File: config.mk
export PLATFORM = sky130hd
export DESIGN_NAME = oitc_queue
export DESIGN_NICKNAME = d
export VERILOG_FILES = /design/src/hw/rtl/oitc_pkg.sv /design/src/hw/rtl/oitc_queue.sv
export SDC_FILE = /design/constraint.sdc
export NUM_CORES = 1
export LEC_CHECK = 0
export ABC_CLOCK_PERIOD_IN_PS = 12100
export BUFFER_PORTS_ARGS = -buffer_cell sky130_fd_sc_hd__buf_4
export CAP_MARGIN = 20
export CORE_ASPECT_RATIO = 1.25
export CORE_MARGIN = 5
export CORE_UTILIZATION = 56
export CTS_BUF_LIST = sky130_fd_sc_hd__clkbuf_4 sky130_fd_sc_hd__clkbuf_8 sky130_fd_sc_hd__clkbuf_16
export CTS_CLUSTER_DIAMETER = 150
export DETAILED_ROUTE_END_ITERATION = 12
export PLACE_DENSITY_LB_ADDON = 0.08
export REMOVE_ABC_BUFFERS = 1
export SLEW_MARGIN = 10
export SYNTH_ARGS = -nofsm -noshare
export SYNTH_HDL_FRONTEND = slang
export SYNTH_SLANG_ARGS = --single-unit
File: constraint.sdc
create_clock -name clk_i -period 12.1 [get_ports clk_i]
set_input_delay 0.605 -clock clk_i [delete_from_list [all_inputs] [get_ports clk_i]]
set_output_delay 0.605 -clock clk_i [all_outputs]
set_load 0.005 [all_outputs]
File: src/hw/rtl/oitc_pkg.sv
// Shared constants, types and codes of the fragment compositor.
package oitc_pkg;

  localparam int MAX_FRAGMENTS = 16;
  localparam int FRAC_BITS     = 16;
  localparam int VAL_W         = FRAC_BITS + 1;
  localparam int SUM_W         = 21;
  localparam int CNT_W         = $clog2(MAX_FRAGMENTS + 1);
  localparam int DIV_CNT_W     = $clog2(SUM_W);
  localparam int NUM_CH        = 4;
  localparam int NUM_COL       = 3;
  localparam int CH_W          = 2;

  localparam int QDEPTH = 2;
  localparam int QPTR_W = $clog2(QDEPTH);
  localparam int QCNT_W = $clog2(QDEPTH + 1);

  localparam int IN_W      = NUM_CH * VAL_W;
  localparam int S_TDATA_W = ((IN_W + 7) / 8) * 8;
  localparam int OUT_W     = 3 * VAL_W + SUM_W + 2;
  localparam int M_TDATA_W = ((OUT_W + 7) / 8) * 8;

  localparam logic [VAL_W-1:0] ONE_FX  = {1'b1, {FRAC_BITS{1'b0}}};
  localparam logic [SUM_W-1:0] SUM_MAX = {SUM_W{1'b1}};
  localparam logic [CH_W-1:0]  CH_ALPHA = 2'd3;

  typedef enum logic [1:0] {
    KIND_FRONT = 2'd0,
    KIND_REST  = 2'd1,
    KIND_DROP  = 2'd2
  } kind_e;

  typedef enum logic [1:0] {
    ST_OK  = 2'd0,
    ST_FEW = 2'd1,
    ST_OVF = 2'd2
  } status_e;

  typedef struct packed {
    logic             last;
    kind_e            kind;
    logic [VAL_W-1:0] alpha;
    logic [VAL_W-1:0] blue;
    logic [VAL_W-1:0] green;
    logic [VAL_W-1:0] red;
  } frag_t;

endpackage

File: src/hw/rtl/oitc_queue.sv
// Short fragment queue between the input side and the compute side.
module oitc_queue (
  input  logic            clk_i,
  input  logic            rst_ni,
  input  logic            push_i,
  input  oitc_pkg::frag_t entry_i,
  output logic            full_o,
  input  logic            pop_i,
  output logic            valid_o,
  output oitc_pkg::frag_t head_o
);
  import oitc_pkg::*;

  frag_t              mem_q [QDEPTH];
  logic [QPTR_W-1:0]  wr_q, wr_d, rd_q, rd_d;
  logic [QCNT_W-1:0]  cnt_q, cnt_d;

  function automatic logic [QPTR_W-1:0] next_ptr(input logic [QPTR_W-1:0] p);
    return (p == QPTR_W'(QDEPTH - 1)) ? '0 : p + QPTR_W'(1);
  endfunction

  assign full_o  = (cnt_q == QCNT_W'(QDEPTH));
  assign valid_o = (cnt_q != '0);
  assign head_o  = mem_q[rd_q];

  always_comb begin
    wr_d  = push_i ? next_ptr(wr_q) : wr_q;
    rd_d  = pop_i ? next_ptr(rd_q) : rd_q;
    cnt_d = cnt_q;
    case ({push_i, pop_i})
      2'b10:   cnt_d = cnt_q + QCNT_W'(1);
      2'b01:   cnt_d = cnt_q - QCNT_W'(1);
      default: cnt_d = cnt_q;
    endcase
  end

  always_ff @(posedge clk_i or negedge rst_ni) begin
    if (!rst_ni) begin
      wr_q  <= '0;
      rd_q  <= '0;
      cnt_q <= '0;
    end else begin
      wr_q  <= wr_d;
      rd_q  <= rd_d;
      cnt_q <= cnt_d;
    end
  end

  always_ff @(posedge clk_i) begin
    if (push_i) begin
      mem_q[wr_q] <= entry_i;
    end
  end

endmodule

==> metrics.md, run 1 <==
| Metric | Value |
|---|---|
| Status | completed |
| Max Buffers Root-to-Sink | 2 |
| Final cell count without fillers | roughly 540 |
| Initial DRT Pass Iterations | 5 |
| Most frequent cells in the layout | buf_4 (149), edfxtp_1 (142), mux2_4 (69) |
| Final core utilization | about three quarters |
| CTS sink cnt | about 150 |
| Count of standard-cell rows | slightly above 40 |
| Height of the die | between 100 and 150 um |
| Gr ovfl total | 0 |
| Slowest stage cell, crit path | buf_4 |
| Area growth from synthesis to layout | 29.5% |
| Warnings, synthesis | 0 |
| Number of levels in the clock H-tree | 4 |
| Total standard cell area after synthesis | approximately 5700 um2 |
| Crit end category | output pin |
| Post-route cell area | 7330 um2 |
| Total GRT Usage | between 10% and 20% |
| Commonest non-fill, non-tap cell in the layout | buf_4 |
| Residual DRC count | 0 |
| Gate count after technology mapping | 237 |
| Pin count of the biggest net entering global routing | just over 70 |
| Final setup violation count | 0 |
| Crit path arrival time | between 2 and 2.5 ns |
| Dominant combinational cell family by area after synthesis | multiplexers |
| Kind of start point of the critical path | flip-flop |
| Number of endpoints with negative hold slack in the final report | 0 |
| Average cell area after synthesis | approximately 24 um2 |
| DP HPWL | a little over 6 mm |
| Final cycle utilization of the critical path | about a quarter |
| DP Cell Count | 507 |
| Number of distinct library cell variants in the gate-level netlist after synthesis | 14 |
| Clock tree from TritonCTS | built |
| Cell repeated most along the worst path | buf_4 |
| Count of buffering cells on the critical path with inverters included | 2 |
| Post-route total power | between 1500 and 2000 uW |
| Largest incremental delay on the critical path | slightly above 0.8 ns |
| RD Place Congestion | 0.669 |
| Number of antenna diodes | 0 |
| #FFs+latches synth | 146 |
| Core ar. | between 10000 and 15000 um2 |
| Fraction of final layout cells sized beyond drive strength 1 | just over 60% |
| I/O Buffers | 147 |
| CTS clock-pin slew for the worst setup and hold paths | approximately 0.060 ns |
| Setup TNS | 0 ns |
| RSZ-0062 raised after global routing | false |
| Final-layout fill cell count | between 600 and 700 |
| Critical path class | reg -> out |
| Xor/xnor cell area share of the yosys netlist | less than 1% |
| Relative slew slack | 34.3% |
| Number of maximum-capacitance violations | 0 |
| Initial cell density of the core | 56.6% |
| Ports | approximately 150 |
| Number of antenna violations at the first check in global routing | 0 |
| Post-Synth Simple-Gate Area | 0.464% |
| Worst ir drop on vdd | slightly above 0.2 mV |
| Per-cell via count in the routed design | 4.98 |
| Multiplexer area fraction after synthesis | 18.7% |
| Static Leak | 0.00298 uW |
| Vias in the first global route | 2862 |
| Tmin final | about 3.1 ns |
| Full die area | approximately 12000 um2 |
| Vias | 2674 |
| Post-CTS Setup Inserts | 0 |
| Clock root buffer | clkbuf_16 |
| Global-route wire length before repair | around 14 mm |
| Largest delay share family, worst path | buffers and inverters |
| DR WL/cell | about 18 um |
| Final Max Tran Viols | 0 |
| Post-layout nets | around 470 |
| Crit-path cells | buf_4 > mux2_2 > buf_4 |
| Adder-cell share of the synthesized area | less than 1% |
| Setup skew after layout | 0.00369 ns |
| Power per cell area | roughly 230 nW/um2 |
| Fraction of the mapped netlist area in compound gates | 0% |
| Overall die width | between 90 and 100 um |
| Area of placed instances | just under 7000 um2 |
| Latest clock arrival within the worst-skew pair | between 0.3 and 0.4 ns |
| Drt initial violations | 161 |
| Peak clock frequency supported by timing | about 320 MHz |
| Tightest Pin Transition | roughly 1 ns |
| Antenna-violating nets left | 0 |
| Reg2Reg Setup Slack | roughly 10 ns |
| Number of buffers created by CTS | 17 |
| Peak fanout along the critical path | between 50 and 60 |
| Kind of path behind the tightest hold check | in -> reg |
| Worst EP required | about 11 ns |
| Share of synthesized area occupied by flip-flops and latches | slightly below 80% |
| Overall routed net length | slightly below 10 mm |
-- cells by family (layout without fill, tap and decap cells) --
group         Yosys count  in the layout
xor+xnor                5              5
fa+ha+maj               1              1
buf+inv                 9            180
flops                 146            146
mux                    71             71
simple gates            5              5
-- synth_stat cells, drive strengths merged --
library cell	count	area [um2]
buf	8	151
inv	1	3.75
dfrtp	4	100
edfxtp	142	4260
ha	1	12.5
nor2b	1	6.26
mux2	71	1060
and2	1	6.26
xnor2	2	17.5
nor2	2	7.51
xor2	3	26.3
or2	1	6.26
-- worst register-to-register path, stage by stage, from the launching register on --
cell and delay [ns]:
dfrtp_1 0.43, nor2_4 0.12, buf_4 0.72
-- worst paths after layout --
path	startpoint	endpoint	cells after the start
worst max register to register	wr_q	mem_q[0][15]	2
worst max-delay path	rd_q	head_o[55]	3
max in group asynchronous	rst_ni	rd_q	2
min in group asynchronous	rst_ni	cnt_q[0]	2
worst min register to register	cnt_q[1]	cnt_q[1]	1
worst min-delay path	entry_i[28]	mem_q[1][28]	1
-- through the flow --
| stage | worst slack (ns) | hold WS, ns |
|---|---|---|
| global placement | 9.42 | 0.408 |
| detailed placement | 9.42 | 0.408 |
| floorplan | 7.96 | 0.309 |
| global route | 8.90 | 0.364 |
| finish | 9.02 | 0.391 |
| CTS | 8.99 | 0.374 |
-- repair_timing --
| action | CTS | global route |
|---|---|---|
| gates resized for setup | 0 | 0 |
| hold buffers | 1 | 0 |
| setup endpoints to repair | 0 | 0 |
| hold endpoints to repair | 4 | 0 |
-- sequential cells by signal, summed over array words and instances, names as in the netlist --
signal,cells
rd_q,1
cnt_q,2
mem_q,142
wr_q,1
-- layout make-up --
| type | count | area, um2 | area share (%) |
|---|---|---|---|
| Sequential cell | 146 | 4370 | 59.6 |
| Clock buffer | 20 | 448 | 6.11 |
| Tap cell | 129 | 161 | 2.20 |
| Multi-Input combinational cell | 82 | 1150 | 15.7 |
| Timing Repair Buffer | 150 | 1130 | 15.4 |
| Inverter | 1 | 3.75 | 0.0512 |
| Clock inverter | 9 | 68.8 | 0.939 |
-- report_power, final --
group          switching, uW  internal (uW)  total (uW)
Combinational            201            316         516
Sequential              43.2            675         718
Clock                    175            282         457
Total                    419           1270        1690
-- layer usage --
metal | global-route usage, % | wire [um]
met4 | 7.51 | 150
met5 | 0 | 0
met2 | 27.2 | 5160
met3 | 5.63 | 720
met1 | 18.5 | 3680
(Power assumes the default switching activity.)
==> run 2, diff against run 1 <==
--- a/config.mk
+++ b/config.mk
@@ -5,12 +5,13 @@
 export SDC_FILE = /design/constraint.sdc
 export NUM_CORES = 1
 export LEC_CHECK = 0
-export ABC_CLOCK_PERIOD_IN_PS = 12100
+export ABC_AREA = 1
+export ABC_CLOCK_PERIOD_IN_PS = 3000
 export BUFFER_PORTS_ARGS = -buffer_cell sky130_fd_sc_hd__buf_4
 export CAP_MARGIN = 20
 export CORE_ASPECT_RATIO = 1.25
 export CORE_MARGIN = 5
-export CORE_UTILIZATION = 56
+export CORE_UTILIZATION = 52
 export CTS_BUF_LIST = sky130_fd_sc_hd__clkbuf_4 sky130_fd_sc_hd__clkbuf_8 sky130_fd_sc_hd__clkbuf_16
 export CTS_CLUSTER_DIAMETER = 150
 export DETAILED_ROUTE_END_ITERATION = 12
==> constraint.sdc (replaced) <==
create_clock -name clk_i -period 3 [get_ports clk_i]
set_input_delay 0.15 -clock clk_i [delete_from_list [all_inputs] [get_ports clk_i]]
set_output_delay 0.15 -clock clk_i [all_outputs]
set_load 0.005 [all_outputs]
==> metrics.md, run 2 <==
| Metric | Value |
|---|---|
| Static Leak | 0.00345 uW (+16%) |
| Sequential group share of total power | 40.5% (-2.0 points) |
| I/O Buffers | 147 (unchanged) |
| Post-Synth Simple-Gate Area | 5.53% (+5.1 points) |
| Overall die width | 103 um (+2.6%) |
| Drt initial violations | 211 (+31%) |
| Peak clock frequency supported by timing | between 400 and 500 MHz |
| Area of all sequential standard cells | 4370 um2 (unchanged) |
| Kind of start point of the critical path | flip-flop |
| Tightest Pin Transition | 0.563 ns (-0.422 ns) |
| RD Place Congestion | 0.738 (+10%) |
| Final setup violation count | 0 (unchanged) |
| Final setup slack of the worst path | 0.998 ns (-8.02 ns) |
| Dominant combinational cell family by area after synthesis | buffers and inverters |
| Global-route wire length before repair | 17.2 mm (+19%) |
| Most frequent cells in the layout | buf_4 (148), edfxtp_1 (142), nand2_1 (77) |
| Status | completed |
| CTS clock-pin slew for the worst setup and hold paths | 0.06 ns (about the same) |
| Number of buffers created by CTS | 17 (unchanged) |
| Total standard cell area after synthesis | 5560 um2 (-1.7%) |
| Post-route cell area | 8100 um2 (+11%) |
| Vias in the first global route | 3599 (+26%) |
| Power per cell area | 881 nW/um2 (+280%) |
| Number of endpoints with negative hold slack in the final report | 0 (unchanged) |
| Portion of total power attributed to combinational logic | 27.7% (-2.8 points) |
| Multiplexer area fraction after synthesis | 0% (-19 points) |
| Max Buffers Root-to-Sink | 2 (unchanged) |
| Kind of path behind the tightest hold check | in -> async |
| Warnings, synthesis | 0 (unchanged) |
| Clock root buffer | clkbuf_16 |
| Post-CTS Setup Inserts | 0 (unchanged) |
| DP HPWL | 6.64 mm (+6.8%) |
| Most common cell in the netlist | edfxtp_1 |
| Tmin final | approximately 2.0 ns |
| Post-layout nets | 699 (+47%) |
| Pin count of the biggest net entering global routing | 72 (unchanged) |
| Worst ir drop on vdd | 0.614 mV (+210%) |
| Number of flip-flops under the largest register name | 142 (unchanged) |
| Switching power share of the total | 27.4% (+2.6 points) |
| Crit end category | output pin |
| Gate count after technology mapping | 395 (+67%) |
| Register with the most flip-flops | mem_q |
| Ports | 148 (unchanged) |
| Height of the die | 126 um (+2.6%) |
| Critical path class | reg -> out |
| Crit path arrival time | 1.85 ns (-0.63 ns) |
| Initial DRT Pass Iterations | 4 (-1) |
| Top Registers | mem_q (142), cnt_q (2) |
| Per-cell via count in the routed design | 4.69 (-5.9%) |
| Final core utilization | 77.1% (+3.8 points) |
| Xor/xnor cell area share of the yosys netlist | 0.472% (-0.30 points) |
| Clock group share of total power | 31.9% (+4.9 points) |
| Biggest area contributors in the synthesized netlist | edfxtp_1 (77%), inv_1 (5.2%), nand2_1 (5.2%), o21ai_0 (4.7%), buf_12 (2.9%) |
| Worst EP required | 2.85 ns (-8.64 ns) |
| Total GRT Usage | 17.6% (+1.4 points) |
| Overall routed net length | 11.0 mm (+13%) |
| Number of maximum-capacitance violations | 0 (unchanged) |
| Proportion of synthesized flip-flops having asynchronous set or reset | 2.74% (unchanged) |
| RSZ-0062 raised after global routing | false |
| Area growth from synthesis to layout | 45.7% |
| Pint | 5180 uW (+310%) |
| Count of standard-cell rows | 42 (+2.4%) |
| Cell types with the highest counts after synthesis | edfxtp_1 (142), inv_1 (77), nand2_1 (77), o21ai_0 (52), o21ai_1 (17) |
| Final-layout fill cell count | 621 (-1.3%) |
| Cell taking the most area after synthesis | edfxtp_1 |
| Average cell area after synthesis | 14.1 um2 (-41%) |
| Final Max Tran Viols | 0 (unchanged) |
| Number of enable flip-flop cells after synthesis | 142 (unchanged) |
| Residual DRC count | 0 (unchanged) |
| Area of placed instances | 6710 um2 (-1.3%) |
| Full die area | 12900 um2 (+5.3%) |
| Number of distinct library cell variants in the gate-level netlist after synthesis | 17 (+3) |
| Number of antenna violations at the first check in global routing | 0 (unchanged) |
| CTS sink cnt | 146 (unchanged) |
| Adder-cell share of the synthesized area | 0.225% (+0.0039 points) |
| Initial cell density of the core | 52.9% (-3.7 points) |
| Relative slew slack | 62.4% (+28 points) |
| Area of combinational cells with multiple inputs | 717 um2 (-38%) |
| Number of levels in the clock H-tree | 4 (unchanged) |
| Fraction of synthesized cell area taken by the top area cell type | 76.7% (+1.3 points) |
| Commonest register cell after synthesis | edfxtp_1 |
| Vias | 3599 (+35%) |
| NetSw | 1950 uW (+370%) |
| Fraction of final layout cells sized beyond drive strength 1 | 29.6% (-32 points) |
| Final cycle utilization of the critical path | between 60% and 70% |
| Clock tree from TritonCTS | built |
| Setup skew after layout | 0.00987 ns (+0.00618 ns) |
| Final Hold Slack | 0.105 ns (-0.286 ns) |
| Number of antenna diodes | 0 (unchanged) |
| Share of synthesized area occupied by flip-flops and latches | 78.5% (+1.4 points) |
| Core ar. | 10500 um2 (+5.1%) |
| Worst-case setup slack after placement | 1.34 ns (-8.07 ns) |
| Peak fanout along the critical path | 39 (-28%) |
| Antenna-violating nets left | 0 (unchanged) |
| Fraction of the mapped netlist area in compound gates | 6.52% (+6.5 points) |
| Commonest non-fill, non-tap cell in the layout | buf_4 |
| #FFs+latches synth | 146 (unchanged) |
| Gr ovfl total | 0 (unchanged) |
| DR WL/cell | 14.3 um (-21%) |
| Latest clock arrival within the worst-skew pair | 0.40 ns (about the same) |
[run 2: changes by cell type after synthesis, sizes merged, moves of 7 or more]
| cell | change |
|---|---|
| nand2 | +77 |
| mux2 | -71 |
| o21ai | +71 |
| inv | +76 |
| clkbuf | +7 |
[run 2: path summary, 6_finish.rpt]
kind,start,to,slack [ns],cells after the start
min in group clk_i,entry_i[14],mem_q[0][14],0.47,2
setup reg to reg,wr_q,mem_q[1][50],1.35,3
setup / recovery,rd_q,head_o[3],1.0,4
max in group asynchronous,rst_ni,rd_q,2.78,2
hold reg to reg,cnt_q[1],cnt_q[1],0.48,2
hold / removal,rst_ni,cnt_q[1],0.10,2
[run 2: logic make-up (layout without fill, tap and decap cells)]
| group | after synthesis | in the layout |
|---|---|---|
| xor+xnor | 3 | 3 |
| flops | 146 | 146 |
| compound gates | 71 | 71 |
| fa+ha+maj | 1 | 1 |
| buf+inv | 93 | 334 |
| simple gates | 81 | 81 |
[run 2: critical path: stages, from the launching register on]
cell	delay, ns
dfrtp_4	0.68
buf_4	0.38
nand2_1	0.09
o21ai_0	0.12
buf_4	0.16
[run 2: final cells by class]
cell class | count | share of cell area (%)
inverter | 77 | 3.58
clock inverter | 13 | 2.59
clock buffer | 19 | 5.44
timing repair buffer | 225 | 23.6
tap | 132 | 2.04
sequential | 146 | 53.9
multi-input combinational | 156 | 8.85
[run 2: timing repair]
action	in CTS	in global routing
hold endpoints to repair	148	0
hold buffers	74	0
resized for setup	0	0
[run 2: per-stage QoR]
stage               total power (uW)  setup TNS (ns)  cells
floorplan                       3720          -62.36    379
global placement                4800               0    662
detailed placement              4840               0    662
CTS                             7200               0    768
global route                    7520               0    768
finish                          7140               0    768
[run 2: power by group through the flow]
stage | combinational (uW) | sequential, uW | clock [uW]
6_report | 1970 | 2890 | 2270
5_1_grt | 2200 | 2930 | 2390
4_1_cts | 2010 | 2890 | 2310
3_5_place_dp | 1920 | 2930 | 0
3_3_place_gp | 1890 | 2910 | 0
2_1_floorplan | 695 | 3020 | 0
[run 2: layer usage]
metal | up-vias | GRT usage [%] | part of all wire [%]
li1 | 1787 | - | -
met1 | 1701 | 20.8 | 39
met2 | 107 | 30.4 | 54
met3 | 4 | 5.53 | 6.6
met4 | 0 | 5.48 | 0.56
met5 | - | 0 | 0
