## src/hw/rtl/oitc_pkg.sv

```systemverilog
// Shared constants, types and codes of the fragment compositor.
package oitc_pkg;

  localparam int MAX_FRAGMENTS = 16;
  localparam int FRAC_BITS     = 16;
  localparam int VAL_W         = FRAC_BITS + 1;
  localparam int SUM_W         = 21;
  localparam int CNT_W         = $clog2(MAX_FRAGMENTS + 1);
  localparam int DIV_CNT_W     = $clog2(SUM_W);
  localparam int NUM_CH        = 4;
  localparam int NUM_COL       = 3;
  localparam int CH_W          = 2;

  localparam int QDEPTH = 2;
  localparam int QPTR_W = $clog2(QDEPTH);
  localparam int QCNT_W = $clog2(QDEPTH + 1);

  localparam int IN_W      = NUM_CH * VAL_W;
  localparam int S_TDATA_W = ((IN_W + 7) / 8) * 8;
  localparam int OUT_W     = 3 * VAL_W + SUM_W + 2;
  localparam int M_TDATA_W = ((OUT_W + 7) / 8) * 8;

  localparam logic [VAL_W-1:0] ONE_FX  = {1'b1, {FRAC_BITS{1'b0}}};
  localparam logic [SUM_W-1:0] SUM_MAX = {SUM_W{1'b1}};
  localparam logic [CH_W-1:0]  CH_ALPHA = 2'd3;

  typedef enum logic [1:0] {
    KIND_FRONT = 2'd0,
    KIND_REST  = 2'd1,
    KIND_DROP  = 2'd2
  } kind_e;

  typedef enum logic [1:0] {
    ST_OK  = 2'd0,
    ST_FEW = 2'd1,
    ST_OVF = 2'd2
  } status_e;

  typedef struct packed {
    logic             last;
    kind_e            kind;
    logic [VAL_W-1:0] alpha;
    logic [VAL_W-1:0] blue;
    logic [VAL_W-1:0] green;
    logic [VAL_W-1:0] red;
  } frag_t;

endpackage

```

## src/hw/rtl/oitc_front.sv

```systemverilog
// Input side: accepts fragments, clamps channels and tags each by its place in the pixel.
module oitc_front (
  input  logic                           clk_i,
  input  logic                           rst_ni,
  input  logic                           s_tvalid_i,
  output logic                           s_tready_o,
  input  logic [oitc_pkg::S_TDATA_W-1:0] s_tdata_i,
  input  logic                           s_tlast_i,
  input  logic                           q_full_i,
  output logic                           q_push_o,
  output oitc_pkg::frag_t                q_entry_o
);
  import oitc_pkg::*;

  logic [CNT_W-1:0] cnt_q, cnt_d;

  function automatic logic [VAL_W-1:0] clamp_one(input logic [VAL_W-1:0] v);
    return (v > ONE_FX) ? ONE_FX : v;
  endfunction

  assign s_tready_o = !q_full_i;
  assign q_push_o   = s_tvalid_i && !q_full_i;

  always_comb begin
    q_entry_o.red   = clamp_one(s_tdata_i[0*VAL_W +: VAL_W]);
    q_entry_o.green = clamp_one(s_tdata_i[1*VAL_W +: VAL_W]);
    q_entry_o.blue  = clamp_one(s_tdata_i[2*VAL_W +: VAL_W]);
    q_entry_o.alpha = clamp_one(s_tdata_i[3*VAL_W +: VAL_W]);
    q_entry_o.last  = s_tlast_i;
    if (cnt_q < CNT_W'(2)) begin
      q_entry_o.kind = KIND_FRONT;
    end else if (cnt_q < CNT_W'(MAX_FRAGMENTS)) begin
      q_entry_o.kind = KIND_REST;
    end else begin
      q_entry_o.kind = KIND_DROP;
    end
  end

  always_comb begin
    cnt_d = cnt_q;
    if (q_push_o) begin
      if (s_tlast_i) begin
        cnt_d = '0;
      end else if (cnt_q < CNT_W'(MAX_FRAGMENTS)) begin
        cnt_d = cnt_q + CNT_W'(1);
      end
    end
  end

  always_ff @(posedge clk_i or negedge rst_ni) begin
    if (!rst_ni) begin
      cnt_q <= '0;
    end else begin
      cnt_q <= cnt_d;
    end
  end

endmodule

```

## config.mk

```make
export PLATFORM = sky130hd
export DESIGN_NAME = oitc_front
export DESIGN_NICKNAME = d
export VERILOG_FILES = /design/src/hw/rtl/oitc_pkg.sv /design/src/hw/rtl/oitc_front.sv
export SDC_FILE = /design/constraint.sdc
export NUM_CORES = 1
export LEC_CHECK = 0
export BUFFER_PORTS_ARGS = -buffer_cell sky130_fd_sc_hd__buf_2
export CELL_PAD_IN_SITES_DETAIL_PLACEMENT = 0
export CELL_PAD_IN_SITES_GLOBAL_PLACEMENT = 1
export CORE_MARGIN = 3
export CORE_UTILIZATION = 19
export DETAILED_ROUTE_END_ITERATION = 10
export GPL_ROUTABILITY_DRIVEN = 0
export GPL_TIMING_DRIVEN = 0
export PLACE_DENSITY_LB_ADDON = 0.1
export SLEW_MARGIN = 20
export SYNTH_ARGS = -nofsm -noshare
export SYNTH_HDL_FRONTEND = slang
export SYNTH_SLANG_ARGS = --single-unit
```

## constraint.sdc

```tcl
create_clock -name clk_i -period 1.51 [get_ports clk_i]
set_clock_uncertainty 0.05 [all_clocks]
set_input_delay 0.151 -clock clk_i [delete_from_list [all_inputs] [get_ports clk_i]]
set_output_delay 0.151 -clock clk_i [all_outputs]
set_load 0.05 [all_outputs]
```

==> results of run 1 <==
-- worst max path at each step --
stage / startpoint / slack, ns / depth (start not counted) / to
6_report: s_tdata_i[37] / 0.05 / 5 / q_entry_o[47]
5_1_grt: s_tdata_i[45] / -0.02 / 5 / q_entry_o[35]
4_1_cts: s_tdata_i[17] / 0.005 / 5 / q_entry_o[30]
3_5_place_dp: s_tdata_i[0] / -0.07 / 5 / q_entry_o[6]
3_3_place_gp: s_tdata_i[0] / -0.06 / 5 / q_entry_o[15]
2_1_floorplan: s_tdata_i[3] / -0.14 / 3 / q_entry_o[10]
-- stage by stage --
| stage | setup WS (ns) | TNS, ns | utilization (%) | cells | instance area (um^2) |
|---|---|---|---|---|---|
| 3_5_place_dp | -0.0745 | -1.01 | 34.6 | 341 | 1930 |
| 2_1_floorplan | -0.144 | -5.18 | - | 124 | 1110 |
| 3_3_place_gp | -0.0594 | -0.989 | 34.6 | 341 | 1930 |
| 5_1_grt | -0.0158 | -0.0299 | 40.8 | 352 | 2270 |
| 4_1_cts | 0.00488 | 0 | 37.4 | 346 | 2090 |
| 6_report | 0.0513 | 0 | 40.8 | 352 | 2270 |
-- cell type report --
type / count / area (um^2)
Fill cell: 607 / 3300
Clock buffer: 4 / 45.0
Timing Repair Buffer: 150 / 911
Tap cell: 72 / 90.1
Multi-Input combinational cell: 109 / 1050
Buffer: 6 / 26.3
Inverter: 6 / 22.5
Sequential cell: 5 / 125
-- synthesized netlist by cell type --
cell       n  area, um^2
nor2b_1   60         375
nor4_2     8         100
nor4_4     8         170
inv_1      6        22.5
clkbuf_1   5        18.8
dfrtp_1    5         125
nand2_1    5        18.8
a41oi_4    4         110
nor2b_2    4        35.0
o21ai_0    3        15.0
a21oi_1    2        10.0
mux2i_1    2        20.0
nor2_1     2        7.51
a22oi_1    1        7.51
a41oi_1    1        8.76
buf_4      1        7.51
ha_1       1        12.5
nand2b_1   1        6.26
nand4b_1   1        8.76
nor3_1     1        5.00
nor3b_1    1        7.51
nor3b_2    1        12.5
o31ai_1    1        7.51
-- kinds of logic after synthesis --
group	share of synthesized area [%]
AOI/OAI and AO/OA	14.3
and+or+nand+nor	67.2
buffers and inverters	4.39
DFF	11.2
adders and majority gates	1.12
muxes	1.80
-- power by group through the flow --
stage	combinational [mW]	clock, mW	sequential (mW)
2_1_floorplan	0.565	0	0.187
6_report	0.921	0.245	0.194
3_3_place_gp	0.844	0	0.197
5_1_grt	0.979	0.259	0.198
4_1_cts	0.883	0.253	0.193
3_5_place_dp	0.841	0	0.195
-- layer usage --
layer	up-vias	global-route usage (%)	share of wire (%)
met2	66	18.3	58
met3	2	2.28	9.1
met5	-	0	0
met1	672	9.82	32
li1	754	-	-
met4	0	2.94	0.33
-- critical path: cells and delay by family --
family                 cells  cell delay (ns)
buffers and inverters      2             0.30
and+or+nand+nor            2             0.55
AOI/OAI and AO/OA          1             0.26
-- repair_timing --
action | CTS | global route
resized for setup | 39 | 24
hold endpoints to repair | 5 | 0
setup endpoints to repair | 38 | 40
setup buffers | 0 | 4
hold buffers | 1 | 0
pin swaps | 0 | 12
gates cloned | 0 | 2
==> impl_metrics.py, run 1 <==
metrics = {
    "outcome": {
        "status": "finished clean",
    },
    "logic_synthesis": {
        "mappedNetlistNets": 202,
        "ys_ff_latch": 5,
        "ys_types": 23,
        "ys_seq_area_share_pct": 11.2,
        "syn_area_per_cell_um2": 8.97,
        "netlist_instances": 124,
        "syn_area_mm2": 0.00111,
        "yosys_warnings": 0,
    },
    "route": {
        "via_count": 1494,
        "wl_um": 4240,
        "route.detailed.drc": 0,
        "drtIter0Drc": 9,
        "antenna_left": 0,
        "vias_per_cell": 4.24,
        "drt-wirelength-per-cell_um": 12.1,
        "firstDrtPassIters": 2,
    },
    "clocking": {
        "cts_buffer_depth": 2,
        "clkSinkCount": 5,
        "cts-buffers-inserted": 3,
        "cts_tree": "done",
        "clockRootBuffer": "clkbuf_8",
        "cts_max_level": 1,
        "clk_pin_slew_ns": 0.03,
        "worstSkewPairLatency_ns": 0.22,
    },
    "power_and_ir_drop": {
        "p_comb_share_pct": 67.7,
        "seqPwrFrac_pct": 14.3,
        "peakVddDrop_mv": 0.244,
        "p_leak_nw": 1.07,
        "power.internal_mw": 0.641,
        "total_power_mw": 1.36,
        "power_frac_clock_pct": 18.0,
        "p_sw_mw": 0.718,
        "power_per_cell_area_mw_per_mm2": 598,
        "switching_share_pct": 52.8,
    },
    "sta": {
        "slew_headroom_pct": 76.1,
        "rsz0062_at_grt": "true",
        "worst_pin_slew_ns": 0.358,
        "slew_violations": 0,
        "fmax_ghz": 0.686,
        "fin_crit_sh_pct": 96.6,
        "setup_viol": 0,
        "hold_violations": 0,
        "hold_slack_ns": 0.146,
        "min_period_ns": 1.46,
    },
    "critical_path": {
        "path_max_fanout": 5,
        "cp_cell_sequence": "buf_2 > nor4_4 > a41oi_2 > nor2b_1 > buf_6",
        "cpPeakStageDelay_ns": 0.35,
        "r2r_slack_ns": 0.29,
        "startpoint_type": "input port",
        "critPathKind": "input port to primary output",
        "endpoint_kind": "primary output",
        "crit_arrival_ns": 1.26,
        "slowest_stage": "nor4_4",
        "reg2reg_to": "cnt_q[2]$_DFFE_PN0P_",
        "r2r_cells": 3,
        "cp_data_required_time_ns": 1.31,
        "reg2reg_from": "cnt_q[4]$_DFFE_PN0P_",
    },
    "die": {
        "die_area_mm2": 0.00681,
        "rows": 27,
        "top_level_ports": 150,
        "chipWidth_um": 82.5,
        "start_util_pct": 20.0,
        "die_h_um": 82.5,
        "core_area_mm2": 0.00557,
    },
    "placement": {
        "port-buffer-count": 145,
        "place_hpwl_um": 3420,
    },
    "global_routing": {
        "grt_pass1_vias": 1224,
        "grt_max_degree": 11,
        "grt_pass1_wl_um": 5090,
        "grt_util_all_layers_pct": 9.44,
        "antenna_found_initial": 0,
        "grt_overflow": 0,
    },
    "finish": {
        "largest_register": "cnt_q",
        "nNetsFinal": 359,
        "largest_register_ffs": 5,
        "diodes": 0,
        "final_cell_mix": "99 x buf_2, 60 x nor2b_1, 43 x buf_4",
        "final_common_cell": "buf_2",
        "syn_to_final_growth_pct": 104,
        "largestRegisters": "cnt_q: 5 flops",
        "drive_gt1_share_pct": 64.3,
    },
    "hold_path": {
        "hp-start": "s_tlast_i",
        "hold_path_depth": 2,
        "min_to": "cnt_q[4]$_DFFE_PN0P_",
        "hp-class": "input port to flop",
    },
    "job": {
        "cap_violations": 0,
    },
}
Power figures use the tool's default switching activity.
==> inputs of run 2 (changes only) <==
Settings changed: CORE_MARGIN 3 to 4.
==> run 2 against run 1 <==
Compared with the run above:
- sequential cell count is the same
- routed wire length grew 5.7%
- non-clock buffer count is the same
- setup slack lost 0.0062 ns
- cell area grew 2.8%
- combinational power grew 2.4%
- hold slack lost 0.0034 ns
- via count grew 0.67%
- die area grew 4.9%
- clock power is essentially flat
- global-route usage grew 1.1 points
- fmax shrank 0.43%
- critical endpoint is now q_entry_o[25]
- largest power group unchanged
==> impl_metrics.py, run 2 (synthesis gave the netlist of run 1 again) <==
metrics = {
    "global_routing": {
        "grt_overflow": 0,
        "use_met2_pct": 17.7,
        "grt_util_all_layers_pct": 10.6,
        "grt.met3_usage_pct": 3.63,
        "grt.busiest_layer": "met2",
        "grt_pass1_wl_um": 6400,
        "use_met1_pct": 12.4,
        "antenna_found_initial": 0,
        "grt_max_degree": 11,
        "grt_pass1_vias": 1452,
    },
    "route": {
        "route.detailed.drc": 0,
        "drt-wirelength-per-cell_um": 12.7,
        "firstDrtPassIters": 4,
        "antenna_left": 0,
        "via_count": 1504,
        "wl_um": 4490,
        "vias_per_cell": 4.27,
        "drtIter0Drc": 43,
    },
    "critical_path": {
        "reg2reg_from": "cnt_q[4]$_DFFE_PN0P_",
        "r2r_cells": 3,
        "critPathKind": "input port to primary output",
        "path_max_fanout": 10,
        "reg2reg_to": "cnt_q[2]$_DFFE_PN0P_",
        "r2r_slack_ns": 0.29,
        "cp_data_required_time_ns": 1.31,
        "crit_arrival_ns": 1.26,
        "endpoint_kind": "primary output",
        "startpoint_type": "input port",
    },
    "clocking": {
        "clockRootBuffer": "clkbuf_8",
        "cts_buffer_depth": 2,
        "cts-buffers-inserted": 3,
        "clk_pin_slew_ns": 0.03,
        "cts_tree": "done",
        "cts_max_level": 1,
        "worstSkewPairLatency_ns": 0.22,
        "clkSinkCount": 5,
    },
    "sta": {
        "worst_pin_slew_ns": 0.364,
        "fmax_ghz": 0.683,
        "setup_viol": 0,
        "slew_violations": 0,
        "hold_violations": 0,
        "fin_crit_sh_pct": 97.0,
        "rsz0062_at_grt": "true",
        "min_period_ns": 1.46,
        "slew_headroom_pct": 75.6,
    },
    "power_and_ir_drop": {
        "total_power_mw": 1.38,
        "peakVddDrop_mv": 0.302,
        "p_leak_nw": 1.09,
        "power_per_cell_area_mw_per_mm2": 591,
    },
    "finish": {
        "final_common_cell": "buf_2",
        "diodes": 0,
        "fin_util_pct": 41.6,
        "nNetsFinal": 359,
        "syn_to_final_growth_pct": 110,
        "largest_register": "cnt_q",
        "multi_input_area_mm2": 0.00106,
        "instances_no_fill": 352,
        "fin_area_mm2": 0.00233,
        "seq_area_um2": 125,
        "fillers": 567,
        "final_cell_mix": "96 x buf_2, 56 x nor2b_1, 33 x buf_4",
        "drive_gt1_share_pct": 65.7,
        "largestRegisters": "cnt_q: 5 flops",
        "largest_register_ffs": 5,
    },
    "job": {
        "cap_violations": 0,
    },
    "placement": {
        "port-buffer-count": 145,
        "place_hpwl_um": 3560,
        "place_area_mm2": 0.00193,
        "post-place-cells": 341,
    },
    "die": {
        "start_util_pct": 19.8,
        "die_h_um": 84.5,
        "top_level_ports": 150,
        "core_area_mm2": 0.00561,
        "chipWidth_um": 84.5,
        "rows": 27,
        "die_area_mm2": 0.00714,
    },
    "hold_path": {
        "hp-start": "s_tlast_i",
        "min_to": "cnt_q[4]$_DFFE_PN0P_",
        "hold_path_depth": 2,
        "hp-class": "input port to flop",
    },
    "outcome": {
        "status": "finished clean",
    },
}
## run 2: changes by cell type in the layout (fill, tap and decap cells not counted), sizes merged
| cell | delta |
|---|---|
| buf | -3 |
| clkbuf | +3 |
## run 2: worst max path at each step
| stage | end | start | cells after the start |
|---|---|---|---|
| 4_1_cts | q_entry_o[49] | s_tdata_i[39] | 5 |
| 6_report | q_entry_o[25] | s_tdata_i[17] | 5 |
| 3_5_place_dp | q_entry_o[14] | s_tdata_i[0] | 5 |
| 5_1_grt | q_entry_o[27] | s_tdata_i[17] | 5 |
| 2_1_floorplan | q_entry_o[10] | s_tdata_i[3] | 3 |
| 3_3_place_gp | q_entry_o[59] | s_tdata_i[51] | 5 |
## run 2: layout make-up
class                      instances  share of cell area (%)
timing repair buffer             150                    41.3
clock buffer                       4                    1.93
multi-input combinational        109                    45.5
inverter                           6                   0.965
buffer                             6                    1.13
tap                               72                    3.86
sequential                         5                    5.36
## run 2: what timing repair did
item / in CTS / in global routing
resized for setup: 33 / 54
hold buffers: 1 / 0
buffers inserted: 0 / 4
cloned: 0 / 2
endpoints found under the setup margin: 39 / 40
pin swaps: 1 / 13
hold endpoints to repair: 5 / 0
## run 2: stage by stage
step / setup WS, ns / TNS [ns] / hold slack [ns]
CTS: 0.00411 / 0 / 0.149
global placement: -0.0854 / -1.34 / -0.0762
detailed placement: -0.0769 / -1.20 / -0.0715
global route: -0.0578 / -0.214 / 0.166
floorplan: -0.144 / -5.18 / -0.195
finish: 0.0451 / 0 / 0.142
## run 2: worst max-delay path, cell delays in order
cell	delay, ns
buf_2	0.12
nor4_4	0.34
a41oi_4	0.24
nor2b_1	0.22
buf_6	0.18
## run 2: per-layer routing
| metal | wire (um) | vias up |
|---|---|---|
| met5 | 0 | - |
| met4 | 62 | 0 |
| met3 | 583 | 6 |
| met2 | 2130 | 95 |
| met1 | 1710 | 651 |
| li1 | - | 752 |
## run 2: power breakdown
part	switching [mW]	leakage, nW	internal, mW
sequential	0.0341	0.0616	0.159
combinational	0.628	1.00	0.315
clock	0.0624	0.0228	0.181
total	0.724	1.09	0.655
==> inputs of run 3 (changes only) <==
Settings changed: CORE_UTILIZATION 19 to 20, CTS_BUF_LIST from default to sky130_fd_sc_hd__clkbuf_2 sky130_fd_sc_hd__clkbuf_4 sky130_fd_sc_hd__clkbuf_8.
==> run 3 against run 2 <==
Compared with the run above:
- the flow now finishes with violations (setup timing)
- clock power rose by 11%
- sequential cell count stayed put
- fmax fell by 4.9%
- global-route usage down 0.32 points
- final cell count stayed put
- largest power group unchanged
==> impl_metrics.py, run 3 (synthesis gave the netlist of run 1 again) <==
metrics = {
    "outcome": {
        "status": "complete, but fails checks",
        "violations": "setup timing",
    },
    "critical_path": {
        "cp.depth": 5,
        "timing.critical_path.from": "s_tdata_i[55]",
        "startpoint_type": "input port",
        "crit_family": "simple AND/OR/NAND/NOR gates",
        "critPathKind": "input port to primary output",
        "cp_cell_sequence": "buf_2 > nor4_4 > a41oi_2 > nor2b_1 > buf_6",
        "r2r_cells": 3,
        "reg2reg_to": "cnt_q[2]$_DFFE_PN0P_",
        "path_max_fanout": 5,
        "crit_arrival_ns": 1.34,
        "reg2reg_from": "cnt_q[4]$_DFFE_PN0P_",
        "slowest_stage": "nor4_4",
        "endpoint_kind": "primary output",
        "r2r_slack_ns": 0.33,
        "endpoint": "q_entry_o[62]",
        "cpPeakStageDelay_ns": 0.37,
        "crit_buf_inv": 2,
        "cp_data_required_time_ns": 1.31,
    },
    "sta": {
        "hold_slack_ns": 0.135,
        "fin_crit_sh_pct": 102,
        "slew_headroom_pct": 76.4,
        "hold_violations": 0,
        "worst_pin_slew_ns": 0.351,
        "setup_slack_ns": -0.0311,
        "rsz0062_at_grt": "true",
        "fmax_ghz": 0.649,
        "setup_viol": 1,
        "min_period_ns": 1.54,
        "slew_violations": 0,
    },
    "job": {
        "cap_violations": 0,
    },
    "clocking": {
        "worstSkewPairLatency_ns": 0.22,
        "cts-buffers-inserted": 3,
        "cts_buffer_depth": 2,
        "clk_pin_slew_ns": 0.03,
        "clkSinkCount": 5,
        "cts_tree": "done",
        "clockRootBuffer": "clkbuf_8",
        "cts_max_level": 1,
    },
    "power_and_ir_drop": {
        "p_leak_nw": 1.12,
        "power_per_cell_area_mw_per_mm2": 585,
        "total_power_mw": 1.43,
        "peakVddDrop_mv": 0.299,
    },
    "placement": {
        "post-place-cells": 339,
        "place_hpwl_um": 3510,
        "port-buffer-count": 145,
        "place_area_mm2": 0.00193,
    },
    "finish": {
        "diodes": 0,
        "fillers": 506,
        "nNetsFinal": 361,
        "largest_register_ffs": 5,
        "instances_no_fill": 352,
        "largestRegisters": "cnt_q: 5 flops",
        "seq_area_um2": 125,
        "syn_to_final_growth_pct": 120,
        "largest_register": "cnt_q",
        "multi_input_area_mm2": 0.00110,
        "fin_util_pct": 46.7,
        "final_common_cell": "buf_2",
        "drive_gt1_share_pct": 67.7,
        "fin_area_mm2": 0.00244,
        "final_cell_mix": "88 x buf_2, 52 x nor2b_1, 30 x buf_6",
    },
    "route": {
        "wl_um": 4750,
        "vias_per_cell": 4.37,
        "firstDrtPassIters": 4,
        "drtIter0Drc": 40,
        "drt-wirelength-per-cell_um": 13.5,
        "antenna_left": 0,
        "route.detailed.drc": 0,
        "via_count": 1538,
    },
    "global_routing": {
        "grt_pass1_vias": 1324,
        "grt_overflow": 0,
        "grt_util_all_layers_pct": 10.2,
        "antenna_found_initial": 0,
        "grt_pass1_wl_um": 5610,
        "grt_max_degree": 11,
    },
    "hold_path": {
        "hp-class": "input port to flop",
    },
    "die": {
        "die_h_um": 82.6,
        "rows": 26,
        "start_util_pct": 21.2,
        "die_area_mm2": 0.00682,
        "top_level_ports": 150,
        "core_area_mm2": 0.00524,
        "chipWidth_um": 82.6,
    },
}
[run 3: cell types whose count changed in the layout (fill, tap and decap cells not counted), sizes merged]
cell	before	now
clkbuf	12	11
a41oi	7	9
buf	147	148
[run 3: layout make-up]
class / count / area share (%)
tap: 70 / 3.58
sequential: 5 / 5.12
inverter: 6 / 0.922
clock buffer: 4 / 2.00
timing repair buffer: 150 / 42.1
multi-input combinational: 111 / 45.2
buffer: 6 / 1.08
[run 3: metrics by stage]
step	TNS [ns]	setup slack, ns
3_3_place_gp	-0.852	-0.102
4_1_cts	0	0.00140
3_5_place_dp	-0.555	-0.0707
5_1_grt	-0.304	-0.0677
2_1_floorplan	-5.18	-0.144
6_report	-0.0311	-0.0311
[run 3: report_power, final]
group | switching (mW) | internal [mW] | total (mW)
sequential | 0.0339 | 0.159 | 0.193
clock | 0.0691 | 0.199 | 0.269
combinational | 0.634 | 0.335 | 0.969
total | 0.737 | 0.693 | 1.43
[run 3: timing repair]
item                                    in CTS  in global routing
buffers inserted                             0                  4
pin swaps                                    0                 19
gates cloned                                 0                  4
endpoints found under the hold margin        5                  0
endpoints found under the setup margin      36                 30
gates resized for setup                     37                 69
hold buffers                                 1                  0
[run 3: worst min path at each step]
stage,start,to,slack [ns],cells after the start
finish,s_tlast_i,cnt_q[4]$_DFFE_PN0P_,0.14,2
global route,s_tlast_i,cnt_q[4]$_DFFE_PN0P_,0.16,2
floorplan,rst_ni,cnt_q[0]$_DFFE_PN0P_,-0.19,0
CTS,s_tlast_i,cnt_q[4]$_DFFE_PN0P_,0.13,2
detailed placement,rst_ni,cnt_q[1]$_DFFE_PN0P_,-0.07,1
global placement,rst_ni,cnt_q[3]$_DFFE_PN0P_,-0.08,1
[run 3: metal layers]
layer  part of all wire [%]  GRT usage [%]  routed length [um]  vias to the layer above
met4                   0.57           1.96                  27                        0
met2                     48           18.3                2300                      102
li1                       -              -                   -                      763
met5                      0              0                   0                        -
met3                     12           3.47                 588                        4
met1                     39           11.9                1840                      669
